$ cat src/hw/rtl/top_k_result_selector_core_defines.svh
// ----------------------------------------------------------------------------
// top-k result selector assertion macros
// shared concurrent assertion wrappers, empty when SYNTH is defined
// ----------------------------------------------------------------------------
`ifndef TOP_K_RESULT_SELECTOR_CORE_DEFINES_SVH
`define TOP_K_RESULT_SELECTOR_CORE_DEFINES_SVH

`ifndef SYNTH
// same-cycle implication
`define TKS_ASSERT_NOW(label, clk, rst_n, ante, cons) \
    label: assert property (@(posedge clk) disable iff (!rst_n) (ante) |-> (cons)) \
        else $error("tks assertion failed");
// next-cycle implication
`define TKS_ASSERT_NEXT(label, clk, rst_n, ante, cons) \
    label: assert property (@(posedge clk) disable iff (!rst_n) (ante) |=> (cons)) \
        else $error("tks assertion failed");
`else
`define TKS_ASSERT_NOW(label, clk, rst_n, ante, cons)
`define TKS_ASSERT_NEXT(label, clk, rst_n, ante, cons)
`endif

`endif

$ cat src/hw/rtl/tks_pkg.sv
// ----------------------------------------------------------------------------
// top-k selector package
// entry layout, control types, ranking function and fixed field widths
// ----------------------------------------------------------------------------
package tks_pkg;

    localparam int COORD_W    = 32;
    localparam int COUNT_W    = 8;
    localparam int DIST_W     = 64;
    localparam int HITS_W     = 64;
    localparam int RANK_W     = 5;
    localparam int LIMIT_W    = 6;
    localparam int IN_DATA_W  = 72;
    localparam int OUT_DATA_W = 144;
    localparam int OUT_PAD_W  = OUT_DATA_W - (RANK_W + 2 * COORD_W + COUNT_W + HITS_W);

    localparam logic [LIMIT_W-1:0] KEEP_LIMIT_RST = 6'd32;

    // operation codes carried on the input tuser
    localparam logic OP_ADD    = 1'b0;
    localparam logic OP_FINISH = 1'b1;

    // one kept hit, with its squared distance stored alongside
    typedef struct packed {
        logic [COUNT_W-1:0]        hit_count;
        logic [DIST_W-1:0]         dist_sq;
        logic signed [COORD_W-1:0] coord_x;
        logic signed [COORD_W-1:0] coord_z;
    } t_entry;

    typedef enum logic [3:0] {
        S_IDLE,
        S_SQ_X,
        S_SQ_Z,
        S_SUM,
        S_ADD_CHK,
        S_SCAN,
        S_REPLACE,
        S_SORT_INIT,
        S_SORT_SCAN,
        S_EMIT,
        S_EMPTY
    } t_ctl_state;

    typedef struct packed {
        logic accept_add;
        logic accept_fin;
        logic sq_x;
        logic sq_z;
        logic sum;
        logic append;
        logic scan_start;
        logic scan_run;
        logic sort;
        logic replace;
        logic emit;
        logic emit_empty;
    } t_dp_cmd;

    typedef struct packed {
        logic kept_zero;
        logic room;
        logic scan_done;
        logic out_free;
        logic emit_last;
    } t_dp_status;

    // true when a ranks strictly before b
    function automatic logic f_better(input t_entry a, input t_entry b);
        logic res;
        if (a.hit_count != b.hit_count) begin
            res = a.hit_count > b.hit_count;
        end else if (a.dist_sq != b.dist_sq) begin
            res = a.dist_sq < b.dist_sq;
        end else if (a.coord_x != b.coord_x) begin
            res = $signed(a.coord_x) < $signed(b.coord_x);
        end else begin
            res = $signed(a.coord_z) < $signed(b.coord_z);
        end
        return res;
    endfunction

endpackage

$ cat src/hw/rtl/tks_ctrl.sv
// ----------------------------------------------------------------------------
// top-k selector controller
// sequences distance, worst-entry walk, replacement and selection sort
// ----------------------------------------------------------------------------
module tks_ctrl (
    input  logic                i_clk,
    input  logic                i_rst_n,
    input  logic                i_in_valid,
    input  logic                i_in_op,
    output logic                o_in_ready,
    input  tks_pkg::t_dp_status i_status,
    output tks_pkg::t_dp_cmd    o_cmd
);
    import tks_pkg::*;

    t_ctl_state r_state;
    t_ctl_state n_state;

    always_ff @(posedge i_clk) begin
        if (!i_rst_n) begin
            r_state <= S_IDLE;
        end else begin
            r_state <= n_state;
        end
    end

    always_comb begin
        n_state = r_state;
        case (r_state)
            S_IDLE: begin
                if (i_in_valid) begin
                    if (i_in_op == OP_FINISH) begin
                        n_state = i_status.kept_zero ? S_EMPTY : S_SORT_INIT;
                    end else begin
                        n_state = S_SQ_X;
                    end
                end
            end
            S_SQ_X:    n_state = S_SQ_Z;
            S_SQ_Z:    n_state = S_SUM;
            S_SUM:     n_state = S_ADD_CHK;
            S_ADD_CHK: begin
                if (i_status.room || i_status.kept_zero) begin
                    n_state = S_IDLE;
                end else begin
                    n_state = S_SCAN;
                end
            end
            S_SCAN: begin
                if (i_status.scan_done) begin
                    n_state = S_REPLACE;
                end
            end
            S_REPLACE:   n_state = S_IDLE;
            S_SORT_INIT: n_state = S_SORT_SCAN;
            S_SORT_SCAN: begin
                if (i_status.scan_done) begin
                    n_state = S_EMIT;
                end
            end
            S_EMIT: begin
                if (i_status.out_free) begin
                    n_state = i_status.emit_last ? S_IDLE : S_SORT_INIT;
                end
            end
            S_EMPTY: begin
                if (i_status.out_free) begin
                    n_state = S_IDLE;
                end
            end
            default: n_state = S_IDLE;
        endcase
    end

    always_comb begin
        o_cmd      = '0;
        o_in_ready = 1'b0;
        case (r_state)
            S_IDLE: begin
                o_in_ready       = 1'b1;
                o_cmd.accept_add = i_in_valid && (i_in_op == OP_ADD);
                o_cmd.accept_fin = i_in_valid && (i_in_op == OP_FINISH);
            end
            S_SQ_X:  o_cmd.sq_x = 1'b1;
            S_SQ_Z:  o_cmd.sq_z = 1'b1;
            S_SUM:   o_cmd.sum  = 1'b1;
            S_ADD_CHK: begin
                o_cmd.append     = 1'b1;
                o_cmd.scan_start = 1'b1;
            end
            S_SCAN:    o_cmd.scan_run = 1'b1;
            S_REPLACE: o_cmd.replace  = 1'b1;
            S_SORT_INIT: begin
                o_cmd.sort       = 1'b1;
                o_cmd.scan_start = 1'b1;
            end
            S_SORT_SCAN: begin
                o_cmd.sort     = 1'b1;
                o_cmd.scan_run = 1'b1;
            end
            S_EMIT: begin
                o_cmd.sort = 1'b1;
                o_cmd.emit = i_status.out_free;
            end
            S_EMPTY: begin
                o_cmd.emit       = i_status.out_free;
                o_cmd.emit_empty = i_status.out_free;
            end
            default: o_cmd = '0;
        endcase
    end

endmodule

$ cat config.mk
export PLATFORM = sky130hd
export DESIGN_NAME = tks_ctrl
export DESIGN_NICKNAME = d
export VERILOG_FILES = /design/src/hw/rtl/top_k_result_selector_core_defines.svh /design/src/hw/rtl/tks_pkg.sv /design/src/hw/rtl/tks_ctrl.sv
export SDC_FILE = /design/constraint.sdc
export NUM_CORES = 1
export LEC_CHECK = 0
export ABC_AREA = 1
export BUFFER_PORTS_ARGS = -buffer_cell sky130_fd_sc_hd__buf_2
export CORE_MARGIN = 1
export CORE_UTILIZATION = 35
export DETAILED_ROUTE_END_ITERATION = 16
export GPL_TIMING_DRIVEN = 0
export SYNTH_ARGS = -nofsm -noshare
export SYNTH_HDL_FRONTEND = slang
export SYNTH_SLANG_ARGS = --single-unit
$ cat constraint.sdc
create_clock -name i_clk -period 1.6 [get_ports i_clk]
set_input_delay 0.32 -clock i_clk [delete_from_list [all_inputs] [get_ports i_clk]]
set_output_delay 0.32 -clock i_clk [all_outputs]
set_load 0.03 [all_outputs]
**Word level (Yosys, flattened, before mapping)**

Cells that the tools add are included.

- Input bits: 9
- Bits in read-only memories: 0
- RAM bits: 0
- Flip-flop bits (word level): 4
- Bits in latches: 0
- Memories kept: 0
- Output and inout port bits: 13
- Logic and storage cells: 48

- Equality and inequality tests: 15
- Add/subtract/negate cells: 0
- $lt $le $gt $ge: 0
- Multipliers: 0
- Reduce and logical (&&, ||, !) cells: 9
- Muxes and demuxes: 22
- Shift-type cells: 0
- Div/mod/pow operators: 0
- Bitwise operators: 1

Operators with widths:

| cell | count |
|---|---|
| $pmux 4 s10 | 1 |
| $mux 4 | 7 |
| $eq 4x3->1 const B | 4 |
| $eq 4x4->1 const B | 3 |
| $mux 1 | 11 |
| $ne 2x2->1 const B | 5 |
| $eq 4x2->1 const B | 2 |
| $mux 3 | 2 |
| $reduce_or 2->1 | 3 |
| $reduce_and 5->1 | 1 |
| $eq 4x1->1 const B | 1 |
| $logic_not 4->1 | 1 |
| $reduce_or 3->1 | 1 |
| $logic_and 1x1->1 | 2 |
| $mux 2 | 1 |
| $logic_or 1x1->1 | 1 |
| $not 1->1 | 1 |

**Logic depth before layout (Yosys ltp)**

- Word-level depth: 4
- Gate-level depth with buffers: 9
- Depth with buffers taken out: 9

**Worst setup path before layout**

OpenSTA, ideal clock, no wires.

- Path kind: register to output
- Start: register r_state[1]
- End: output o_cmd[2] in the netlist's numbering
- Cell stages (with the launch flop): 3
- Arrival: 1.466 ns
- Slack: -0.186 ns
- Cell sequence: dfxtp_1 > inv_1 > nor4_1

RTL lines:

| what | line | RTL |
|---|---|---|
| start: declaration | tks_ctrl.sv:16 | `t_ctl_state r_state;` |
| start signal: assignment | tks_ctrl.sv:23 | `r_state <= n_state;` |
| end: declaration | tks_ctrl.sv:12 | `output tks_pkg::t_dp_cmd o_cmd` |

==> impl_results.md <==
- GRT Util Overall: 19.47%
- Fillers: around 120
- Hold Path Class: input port to flop
- WHS: 0.3615 ns
- Final slew viol count: 0
- Num CTS Buffers: 3
- Sequential fraction of the synthesis area: between 10% and 20%
- Regs by FF count: r_state: 4 flops
- YS warnings: 0
- DRT Pass-1 Iters: 4
- Crit path capture type: primary output
- CTS tree: done
- Status: finished, violations left
- Fin. Hold Viols: 0
- Routed Wire Length: 1383 um
- CP startpoint kind: flop
- Total die area: about 1500 um2
- Peak VDD IR: 0.0007461 V
- Slowest stage cell, crit path: dfxtp_2
- Req. time, crit path: approximately 1.3 ns
- H-tree lvl count: 1
- Clock Skew: slightly above 0.005 ns
- Failing checks: setup timing
- IO Count: 22
- Unrepaired setup endpoints after global routing: yes
- Worst-Skew Late Latency: roughly 0.24 ns
- Clock Sinks: 4
- Buf/Inv on CP: 2
- # diodes: 0
- Drt via density: approximately 4.8
- Period utilization: 100.5%
- Max reg flops: 4
- Routability cong.: between 0.7 and 0.8
- Mapped Nets: slightly below 100
- Chip Height: around 40 um
- NumNets Final: 130
- Util after Layout: 64.66%
- Reg2Reg Setup Slack: approximately 0.33 ns
- CP most frequent cell: nand3_1
- Reg with most FFs: r_state
- Post-route DRC: 0
- WL/cell: 10.40 um
- Setup Viol. Count Final: 2
- Effective utilization at floorplan: about two fifths
- Max-Cap Viols: 0
- Clock-pin transition on the worst setup and hold timing paths: roughly 0.04 ns
- Iteration-0 DRC Markers: 14
- Setup WS post-layout: -0.007496 ns
- First-pass GRT wire length: between 2000 and 2500 um
- Min cycle time layout: ~1.6 ns
- Commonest non-fill, non-tap cell in the layout: nand2_1
- Core area: roughly 1200 um2
- Hold path depth: 3
- Setup TNS: -0.01122 ns
- Largest net degree at the start of global routing: 8
- Register area: roughly 93 um2
- Crit-path leading delay family: flip-flops
- Worst setup path category: flop to primary output
- Pwr Density: approximately 1800 nW/um2
- Max-slew headroom: between 80% and 90%
- Synth cell types: 17
- Biggest cell delay along the critical path: 0.38 ns
- Count of state elements after synthesis: 4
- Critical path peak fanout: 5
- Arrival time at the worst endpoint: ~1.3 ns
- CP cell instances: inv_1 -> nor2_4 -> nand3_1 -> nand3_1 -> clkbuf_4
- Measured slew at the worst slew-check pin: roughly 0.21 ns
- HPWL Detailed: 977.8 um
- DRT antenna net count: 0
- Clk root buf: clkbuf_4
- CP Depth: 5
- Port bufs: 21
- Avg Cell Area, Syn: around 5.3 um2
- Chip Width: around 39 um
- Mapped Area: about 480 um2
- Mapped Cells: 90
- Leakage: between 0.4 and 0.5 nW
- Area growth syn-to-layout: 60.89%
- Rows: 12
- Initial antenna violation count: 0
- Share of cells above drive strength 1: between 50% and 60%
- Total gr overflow: 0
- Vias in the first global route: 480
- Multi-input gate area: ~390 um2
- Most frequent cells in the layout: nand2_1 (21), inv_1 (15), buf_2 (14), nand3_1 (13), buf_4 (8)
- Vias: 637
- FMAX: just over 0.6 GHz
- Longest Clk Path Bufs: 2
- Hold_buf cts: 0
- R2R depth: 7
## routing by layer
layer  vias to the layer above  part of all wire [%]  track usage [%]  wire length [um]
li1                        337                     -                -                 -
met1                       279                    48            29.17               662
met2                        21                    48            29.17               660
met3                         0                   4.3            5.202                60
met4                         0                     0                0                 0
met5                         -                     0                0                 0
## worst min-delay path, stage by stage
cell     delay [ns]
buf_2          0.07
inv_1          0.07
a21oi_2        0.10
## cells in the mapped netlist (all sizes together)
cell type | instances | area, um2
inv | 20 | 75.07
o211ai | 1 | 7.510
nand2 | 28 | 120.1
or2 | 1 | 6.260
nand3 | 14 | 75.07
nor3 | 2 | 10.01
a21oi | 5 | 28.78
nor2 | 14 | 67.57
dfxtp | 4 | 80.08
nor4 | 1 | 6.260
## stage by stage
stage | total power [mW] | instance area [um2] | std cells | setup slack, ns
after global placement | 0.9969 | 605.6 | 125 | 0.001182
after global routing | 1.458 | 767.0 | 133 | -0.08838
final | 1.366 | 767.0 | 133 | -0.007496
after detailed placement | 0.9926 | 605.6 | 125 | 0.007330
after floorplan | 0.8033 | 483.0 | 90 | -0.09856
after CTS | 1.207 | 683.2 | 129 | -0.04713
## worst paths after layout
path              start          to
min reg2reg  r_state[3]  r_state[3]
max reg2reg  r_state[0]  r_state[1]
max          r_state[2]    o_cmd[3]
min             i_rst_n  r_state[0]
## kinds of logic (layout without fill, tap and decap cells)
kind of cell | Yosys count | count (layout) | share of synthesized area [%]
flip-flops | 4 | 4 | 16.80
AO/OA/AOI/OAI | 6 | 6 | 7.613
buffers and inverters | 20 | 49 | 15.75
AND/OR/NAND/NOR | 60 | 60 | 59.85
## timing repair
action,4_1_cts,5_1_grt
gates resized for setup,18,19
endpoints found under the setup margin,12,10
setup buffers,1,4
pin swaps,1,5
## power by group
group	leakage, nW	switching, mW	internal (mW)
registers	0.0353	0.0973	0.154
clock network	0.0138	0.0410	0.0838
logic	0.423	0.633	0.357
total	0.472	0.771	0.595
## area by class of cell
type	instances	area share (%)
multi-input cells	66	50.73
inverters	20	10.11
clock buffers	3	2.936
repair buffers	26	21.86
well taps	14	2.284
flip-flops and latches	4	12.07
No activity file was read; power rests on OpenSTA's default activity.
